==> src/rtl/osine_pkg.sv <==
package osine_pkg;

    // Fixed field widths and formats
    localparam int ANGLE_BITS = 31;
    localparam int ANGLE_FRAC = 29;
    localparam int SINE_BITS  = 32;
    localparam int SINE_FRAC  = 30;
    localparam int COEF_BITS  = 50;
    localparam int NUM_COEFS  = 6;
    localparam int CFG_IDX_W  = 3;

    // Operand slice width of the partial-product multipliers
    localparam int MUL_CHUNK = 24;

    // Parameter defaults
    localparam int ANGLE_WIDTH_DEF        = 32;
    localparam int COEF_FRACTION_BITS_DEF = 48;

    typedef logic signed [COEF_BITS-1:0] coef_t;
    typedef coef_t coef_array_t [NUM_COEFS];

    // Register index of each coefficient
    localparam logic [CFG_IDX_W-1:0] CFG_COEF_X3  = 3'd0;
    localparam logic [CFG_IDX_W-1:0] CFG_COEF_X13 = 3'd5;

    // Minimax set, Q1.48, in register order x3 .. x13
    localparam coef_array_t COEF_RESET = '{
        -50'sd46912496117697,
        50'sd2345624801181,
        -50'sd55848198871,
        50'sd775657811,
        -50'sd7044883,
        50'sd43311
    };

    localparam logic signed [SINE_BITS-1:0] SINE_ONE = 32'sd1073741824;

endpackage

==> src/rtl/osine_mulr.sv <==
module osine_mulr #(
    parameter int          A_W    = 31,
    parameter int          B_W    = 31,
    parameter int          SHIFT  = 26,
    parameter int          R_W    = 35,
    parameter logic [63:0] LIM    = 64'd17179869184,
    parameter int          SIDE_W = 31
) (
    input  logic                    clk,
    input  logic                    rst_n,
    input  logic                    en,
    input  logic                    in_valid,
    input  logic signed [A_W-1:0]   a,
    input  logic signed [B_W-1:0]   b,
    input  logic [SIDE_W-1:0]       side_in,
    output logic                    out_valid,
    output logic [R_W-1:0]          mag,
    output logic                    neg,
    output logic [SIDE_W-1:0]       side_out
);

    localparam int CH    = osine_pkg::MUL_CHUNK;
    localparam int NA    = (A_W + CH - 1) / CH;
    localparam int NB    = (B_W + CH - 1) / CH;
    localparam int AP_W  = NA * CH;
    localparam int BP_W  = NB * CH;
    localparam int P_W   = AP_W + BP_W;
    localparam int Q_W   = P_W + 1 - SHIFT;
    localparam int CMP_W = (Q_W > 64) ? Q_W : 64;
    localparam logic [P_W:0] RND = (P_W + 1)'(1) << (SHIFT - 1);

    // Stage 1: operand magnitudes and product sign
    logic                v0_reg;
    logic [A_W-1:0]      am_reg, am_next;
    logic [B_W-1:0]      bm_reg, bm_next;
    logic                neg0_reg;
    logic [SIDE_W-1:0]   side0_reg;

    // Stage 2: partial products
    logic                v1_reg;
    logic [2*CH-1:0]     pp_reg  [NA][NB];
    logic [2*CH-1:0]     pp_next [NA][NB];
    logic                neg1_reg;
    logic [SIDE_W-1:0]   side1_reg;

    // Stage 3: one row sum per slice of a
    logic                v2_reg;
    logic [P_W-1:0]      row_reg  [NA];
    logic [P_W-1:0]      row_next [NA];
    logic                neg2_reg;
    logic [SIDE_W-1:0]   side2_reg;

    // Stage 4: full product plus rounding constant
    logic                v3_reg;
    logic [P_W:0]        rsum_reg, rsum_next;
    logic                neg3_reg;
    logic [SIDE_W-1:0]   side3_reg;

    // Stage 5: shifted, saturated magnitude
    logic                v4_reg;
    logic [R_W-1:0]      mag_reg, mag_next;
    logic                neg4_reg;
    logic [SIDE_W-1:0]   side4_reg;

    logic [A_W-1:0]      a_u;
    logic [B_W-1:0]      b_u;
    logic [AP_W-1:0]     a_pad;
    logic [BP_W-1:0]     b_pad;
    logic [Q_W-1:0]      q;
    logic [CMP_W-1:0]    q_ext;

    assign a_u = a;
    assign b_u = b;

    // Take magnitudes of both operands
    always_comb
    begin
        am_next = a[A_W-1] ? (~a_u + A_W'(1)) : a_u;
        bm_next = b[B_W-1] ? (~b_u + B_W'(1)) : b_u;
    end

    // Multiply slice by slice
    assign a_pad = AP_W'(am_reg);
    assign b_pad = BP_W'(bm_reg);

    always_comb
    begin
        for (int i = 0; i < NA; i++)
        begin
            for (int j = 0; j < NB; j++)
            begin
                pp_next[i][j] = a_pad[i*CH +: CH] * b_pad[j*CH +: CH];
            end
        end
    end

    // Add the partial products of each row
    always_comb
    begin
        for (int i = 0; i < NA; i++)
        begin
            row_next[i] = '0;
            for (int j = 0; j < NB; j++)
            begin
                row_next[i] = row_next[i] + (P_W'(pp_reg[i][j]) << (j * CH));
            end
        end
    end

    // Add the rows and the half unit for rounding
    always_comb
    begin
        rsum_next = RND;
        for (int i = 0; i < NA; i++)
        begin
            rsum_next = rsum_next + ((P_W + 1)'(row_reg[i]) << (i * CH));
        end
    end

    // Drop the fraction bits and saturate
    assign q     = rsum_reg[P_W:SHIFT];
    assign q_ext = CMP_W'(q);

    always_comb
    begin
        if (q_ext > CMP_W'(LIM))
        begin
            mag_next = R_W'(LIM);
        end
        else
        begin
            mag_next = R_W'(q);
        end
    end

    // Advance the valid bits
    always_ff @(posedge clk or negedge rst_n)
    begin
        if (!rst_n)
        begin
            v0_reg <= 1'b0;
            v1_reg <= 1'b0;
            v2_reg <= 1'b0;
            v3_reg <= 1'b0;
            v4_reg <= 1'b0;
        end
        else if (en)
        begin
            v0_reg <= in_valid;
            v1_reg <= v0_reg;
            v2_reg <= v1_reg;
            v3_reg <= v2_reg;
            v4_reg <= v3_reg;
        end
    end

    // Advance the data
    always_ff @(posedge clk)
    begin
        if (en)
        begin
            am_reg    <= am_next;
            bm_reg    <= bm_next;
            neg0_reg  <= a[A_W-1] ^ b[B_W-1];
            side0_reg <= side_in;

            pp_reg    <= pp_next;
            neg1_reg  <= neg0_reg;
            side1_reg <= side0_reg;

            row_reg   <= row_next;
            neg2_reg  <= neg1_reg;
            side2_reg <= side1_reg;

            rsum_reg  <= rsum_next;
            neg3_reg  <= neg2_reg;
            side3_reg <= side2_reg;

            mag_reg   <= mag_next;
            neg4_reg  <= neg3_reg;
            side4_reg <= side3_reg;
        end
    end

    assign out_valid = v4_reg;
    assign mag       = mag_reg;
    assign neg       = neg4_reg;
    assign side_out  = side4_reg;

    // Saturated magnitude never exceeds the limit
    assert property (@(posedge clk) disable iff (!rst_n)
        out_valid |-> (64'(mag) <= LIM))
        else $error("product magnitude above limit");

    // A held pipeline keeps its result
    assert property (@(posedge clk) disable iff (!rst_n)
        (!en && out_valid) |=> (out_valid && $stable(mag) && $stable(neg)))
        else $error("product changed while held");

endmodule

==> config.mk <==
export PLATFORM = sky130hd
export DESIGN_NAME = osine_mulr
export DESIGN_NICKNAME = d
export VERILOG_FILES = /design/src/rtl/osine_pkg.sv /design/src/rtl/osine_mulr.sv
export SDC_FILE = /design/constraint.sdc
export NUM_CORES = 2
export LEC_CHECK = 0
export BUFFER_PORTS_ARGS = -buffer_cell sky130_fd_sc_hd__buf_2
export CAP_MARGIN = 0
export CORE_ASPECT_RATIO = 0.9
export CORE_UTILIZATION = 55
export CTS_CLUSTER_SIZE = 40
export DETAILED_ROUTE_END_ITERATION = 7
export PLACE_DENSITY = 0.72
export RECOVER_POWER = 100
export SYNTH_ARGS = -nofsm -noshare
export SYNTH_HDL_FRONTEND = slang
export SYNTH_SLANG_ARGS = --single-unit
==> constraint.sdc <==
create_clock -name clk -period 12.2 [get_ports clk]
set_input_delay 1.83 -clock clk [delete_from_list [all_inputs] [get_ports clk]]
set_output_delay 1.83 -clock clk [all_outputs]
set_load 0.02 [all_outputs]
# == Yosys cells after proc, flatten, opt, wreduce, memory -nomap -nowiden ==
# Index checks and enable logic that the tools add are counted.
# word_totals
regBits,720
latch_bits,0
ramBits,0
romBits,0
input_bits,97
output_inout_bits,68
elab_cells,43
memories,0
# op_classes
n_addsub,6
multipliers,4
n_div,0
magnitude_cmp,1
n_eq_ne,0
shift,0
n_mux,2
n_bitwise,3
n_reduce_logical,0
# ops
cell,count
48-bit by 72-bit adder with 73-bit output,2
"26-bit by 96-bit adder with 97-bit output, first input constant",1
97-bit adder,1
"71-bit by 35-bit greater-than comparator with 1-bit output, second input constant",1
"31-bit by 1-bit adder with 31-bit output, second input constant",2
31-bit inverter,2
30-bit two-way mux,2
24-bit by 24-bit multiplier with 48-bit output,1
24-bit by 7-bit multiplier with 31-bit output,1
7-bit by 24-bit multiplier with 31-bit output,1
7-bit by 7-bit multiplier with 14-bit output,1
1-bit bitwise XOR,1

# == Depth between registers and ports, before layout ==
# depth
word_depth,3
ltp_mapped,26
ltp_nobuf,25

# == Worst setup path before layout ==
# No wires, ideal clock.
# synth_timing
kind,register to register
startpoint,reg bm_reg[5]
endpoint,"reg pp_reg[188] (netlist name), data pin"
arrival_time_ns,7.032
t_required_ns,11.942
setup_slack_ns,4.910
stages_incl_launch_ff,27
path_buffers,1
cell_sequence,edfxtp_1 -> clkbuf_1 -> nand2_1 -> fa_1 -> inv_1 -> fa_1 -> inv_1 -> fa_1 -> inv_1 -> fa_1 -> inv_1 -> fa_1 -> inv_1 -> fa_1 -> inv_1 -> fa_1 -> inv_1 -> ha_1 -> and4_1 -> nand3_1 -> nand4b_1 -> a2111o_1 -> a211oi_1 -> nor3_1 -> o41ai_1 -> a21oi_1 -> xnor2_1
# synth_rtl
element,line,rtl
start: declaration,osine_mulr.sv:35,"logic [B_W-1:0] bm_reg, bm_next;"
start signal: assignment,osine_mulr.sv:163,bm_reg <= bm_next;
end signal: assignment,osine_mulr.sv:167,pp_reg <= pp_next;
end: declaration,osine_mulr.sv:41,logic [2*CH-1:0] pp_reg [NA][NB];

# == Worst setup path after layout ==
# layout_timing
startpoint,in en
endpoint,reg pp_reg[6] (netlist name) (enable)
# layout_rtl
element,line,rtl
start: declaration,osine_mulr.sv:11,"input logic en,"
# No word-level cell between the ends.

==> impl_results.md <==
- Largest cells by area after synthesis: fa_1, edfxtp_1, ha_1
- Antenna viol nets, final: 0
- Yosys reg bits: 471
- Clock tree buffer depth: 3
- Critical Path Most Common Cell: clkbuf_1
- Arr. time, crit path: 9.71 ns
- Rows: 103
- Tmin final: 9.49 ns
- Die area: 90600 µm²
- Critical path class: in -> reg
- Latest clock arrival within the worst-skew pair: 0.65 ns
- DR vias: 32.9k
- Cells after Synth: 4681
- Crit-path max FO: 105
- Wirelength per Cell: 19.0 µm
- Synth Flop Type: edfxtp_1
- Final Setup Violations: 0
- Warnings, synthesis: 0
- DP Worst Slack: 3.85 ns
- Setup TNS: 0 ns
- Setup Fix Bufs, Post-CTS: 0
- GRT Overall Usage: 26.0%
- CP Launch Type: input pin
- GP Congestion: 0.936
- Post-synth EDFFs: 466
- Largest net degree at the start of global routing: 106
- Final Hold Vio Count: 0
- Critical path's largest stage delay: 3.76 ns
- Drc violations: 0
- Die Wd: 317 µm
- Post-synthesis mux area share: 0.135%
- Slowest CP cell: clkbuf_1
- Global-route wire length before repair: 182000 µm
- Diode count: 0
- Max reg flops: 100
- Die Y: 286 µm
- Post-CTS Hold Buffers: 0
- Cell with the most instances after synthesis: inv_1
- Port bufs: 164
- Synthesis-to-layout area growth: 7.12%
- RSZ-0062 raised after global routing: no
- Post-synth top cells: inv_1, fa_1, nand2_1
- Largest family of logic cells by synthesized area: adder cells
- # IOs: 165
- Inserted Clock Buffers: 51
- Num Clock Sinks: 471
- Seq/Total Area, Yosys: 28.7%
- Final Skew: 0.0651 ns
- Syn Area/Cell: 10.5 µm²
- DRT Wirelength: 113000 µm
- Area leader, netlist: fa_1
- Min-Delay Path Class: reg -> reg
- Nets: 5978
- Yosys cell types: 67
- Synth Area in Simple Gates: 14.0%
- Status: complete, but fails checks
- WHS: 0.416 ns
- Synth Net Count: 5899
- Clock-pin slew on the worst setup and hold paths: 0.06 ns
- Relative slew slack: -263%
- Compound-cell area share of the yosys netlist: 5.76%
- 1st-iter DRT viols: 2512
- Starting Density: 55.8%
- Max Slew Vio Count: 482
- CP Cell Sequence: clkbuf_1, clkbuf_1, buf_4
- Mapped cell area: 49200 µm²
- Final WS setup: 2.71 ns
- Failing checks: capacitance limit, slew limit
- Critical path data required time: 12.42 ns
- Worst Tran Pin Value: 5.45 ns
- Critical Path Sink Type: flip-flop
- CTS H-tree lvls: 2
- Peak Freq: 105 MHz
- Initial antenna violation count: 3
- CTS tree: done
- Post-CTS resize count: 0
- Post-synthesis xor/xnor area fraction: 3.79%
- Post-synth ARST share: 1.06%
- Hpwl dp: 82900 µm
- Share of cells above drive strength 1: 4.98%
- Period utilization: 77.8%
- GRT overflow: 0
- Vias in the first global route: 34.1k
- Synth Area in Adders: 39.6%
- Synth top area share: 29.6%
- Total core area: 88100 µm²
- Max Cap Violations: 9
- Root buffer cell: clkbuf_16
- Vias per Instance: 5.52
- DRT Pass-1 Iters: 5
## stage by stage
stage	std cells	area (µm²)	utilization, %
6_report	5957	52700	59.8
5_1_grt	5957	52700	59.8
4_1_cts	5957	52800	59.9
3_5_place_dp	5862	51200	58.1
3_3_place_gp	5862	51200	58.1
2_1_floorplan	4681	49200	-
## final timing paths
check / startpoint / endpoint / slack [ns] / depth (start not counted)
worst max-delay path: en / pp_reg[6]$_DFFE_PP_ / 2.71 / 3
worst min-delay path: side1_reg[8]$_DFFE_PP_ / side2_reg[8]$_DFFE_PP_ / 0.42 / 0
min in group asynchronous: rst_n / v0_reg$_DFFE_PN0P_ / 1.06 / 1
worst max register to register: am_reg[0]$_DFFE_PP_ / pp_reg[188]$_DFFE_PP_ / 3.24 / 23
max in group asynchronous: rst_n / out_valid$_DFFE_PN0P_ / 10.92 / 1
worst min register to register: side1_reg[8]$_DFFE_PP_ / side2_reg[8]$_DFFE_PP_ / 0.42 / 0
## cells in the final DEF, fill, tap and decap left out, types with 21 or more instances in the layout
master,synthesis,routed
o21a_1,31,31
nor2_1,84,84
nand2_1,629,629
edfxtp_1,466,466
a21o_1,62,62
clkbuf_16,0,51
clkbuf_1,201,99
inv_1,841,841
fa_1,726,726
ha_1,395,395
and2_0,0,26
and2_1,478,452
xnor2_1,166,166
xor2_1,47,47
o21bai_1,21,21
a21oi_1,127,127
buf_2,0,81
buf_4,0,58
nor3_1,37,36
nand3_1,29,29
o21ai_0,79,79
## cells by family (layout without fill, tap and decap cells)
family	count (synthesis)	in the layout
fa+ha+maj	1121	1121
compound gates	434	434
mux	6	6
xor+xnor	213	213
flops	471	471
simple gates	1391	1391
buf+inv	1045	1166
## area by class of cell
cell class,instances,area [µm²]
sequential,471,14100
tap,1155,1450
timing repair buffer,230,1180
fill,7416,35500
multi-input combinational,3165,31100
clock buffer,59,1310
inverter,841,3160
clock inverter,36,347
## layer usage
metal / up-vias / part of all wire [%] / GRT usage, %
met5: - / 0.019 / 0
met4: 4 / 2.8 / 7.22
met3: 212 / 8.3 / 4.94
met2: 1192 / 46 / 41.7
met1: 16520 / 43 / 36.1
li1: 14939 / - / -
## critical path: cells and delay by family
family	cells	cell delay, ns
buffers and inverters	3	7.73
Power is not shown: default switching activity piles up to over one toggle a cycle in this logic, so the estimate is an artifact.
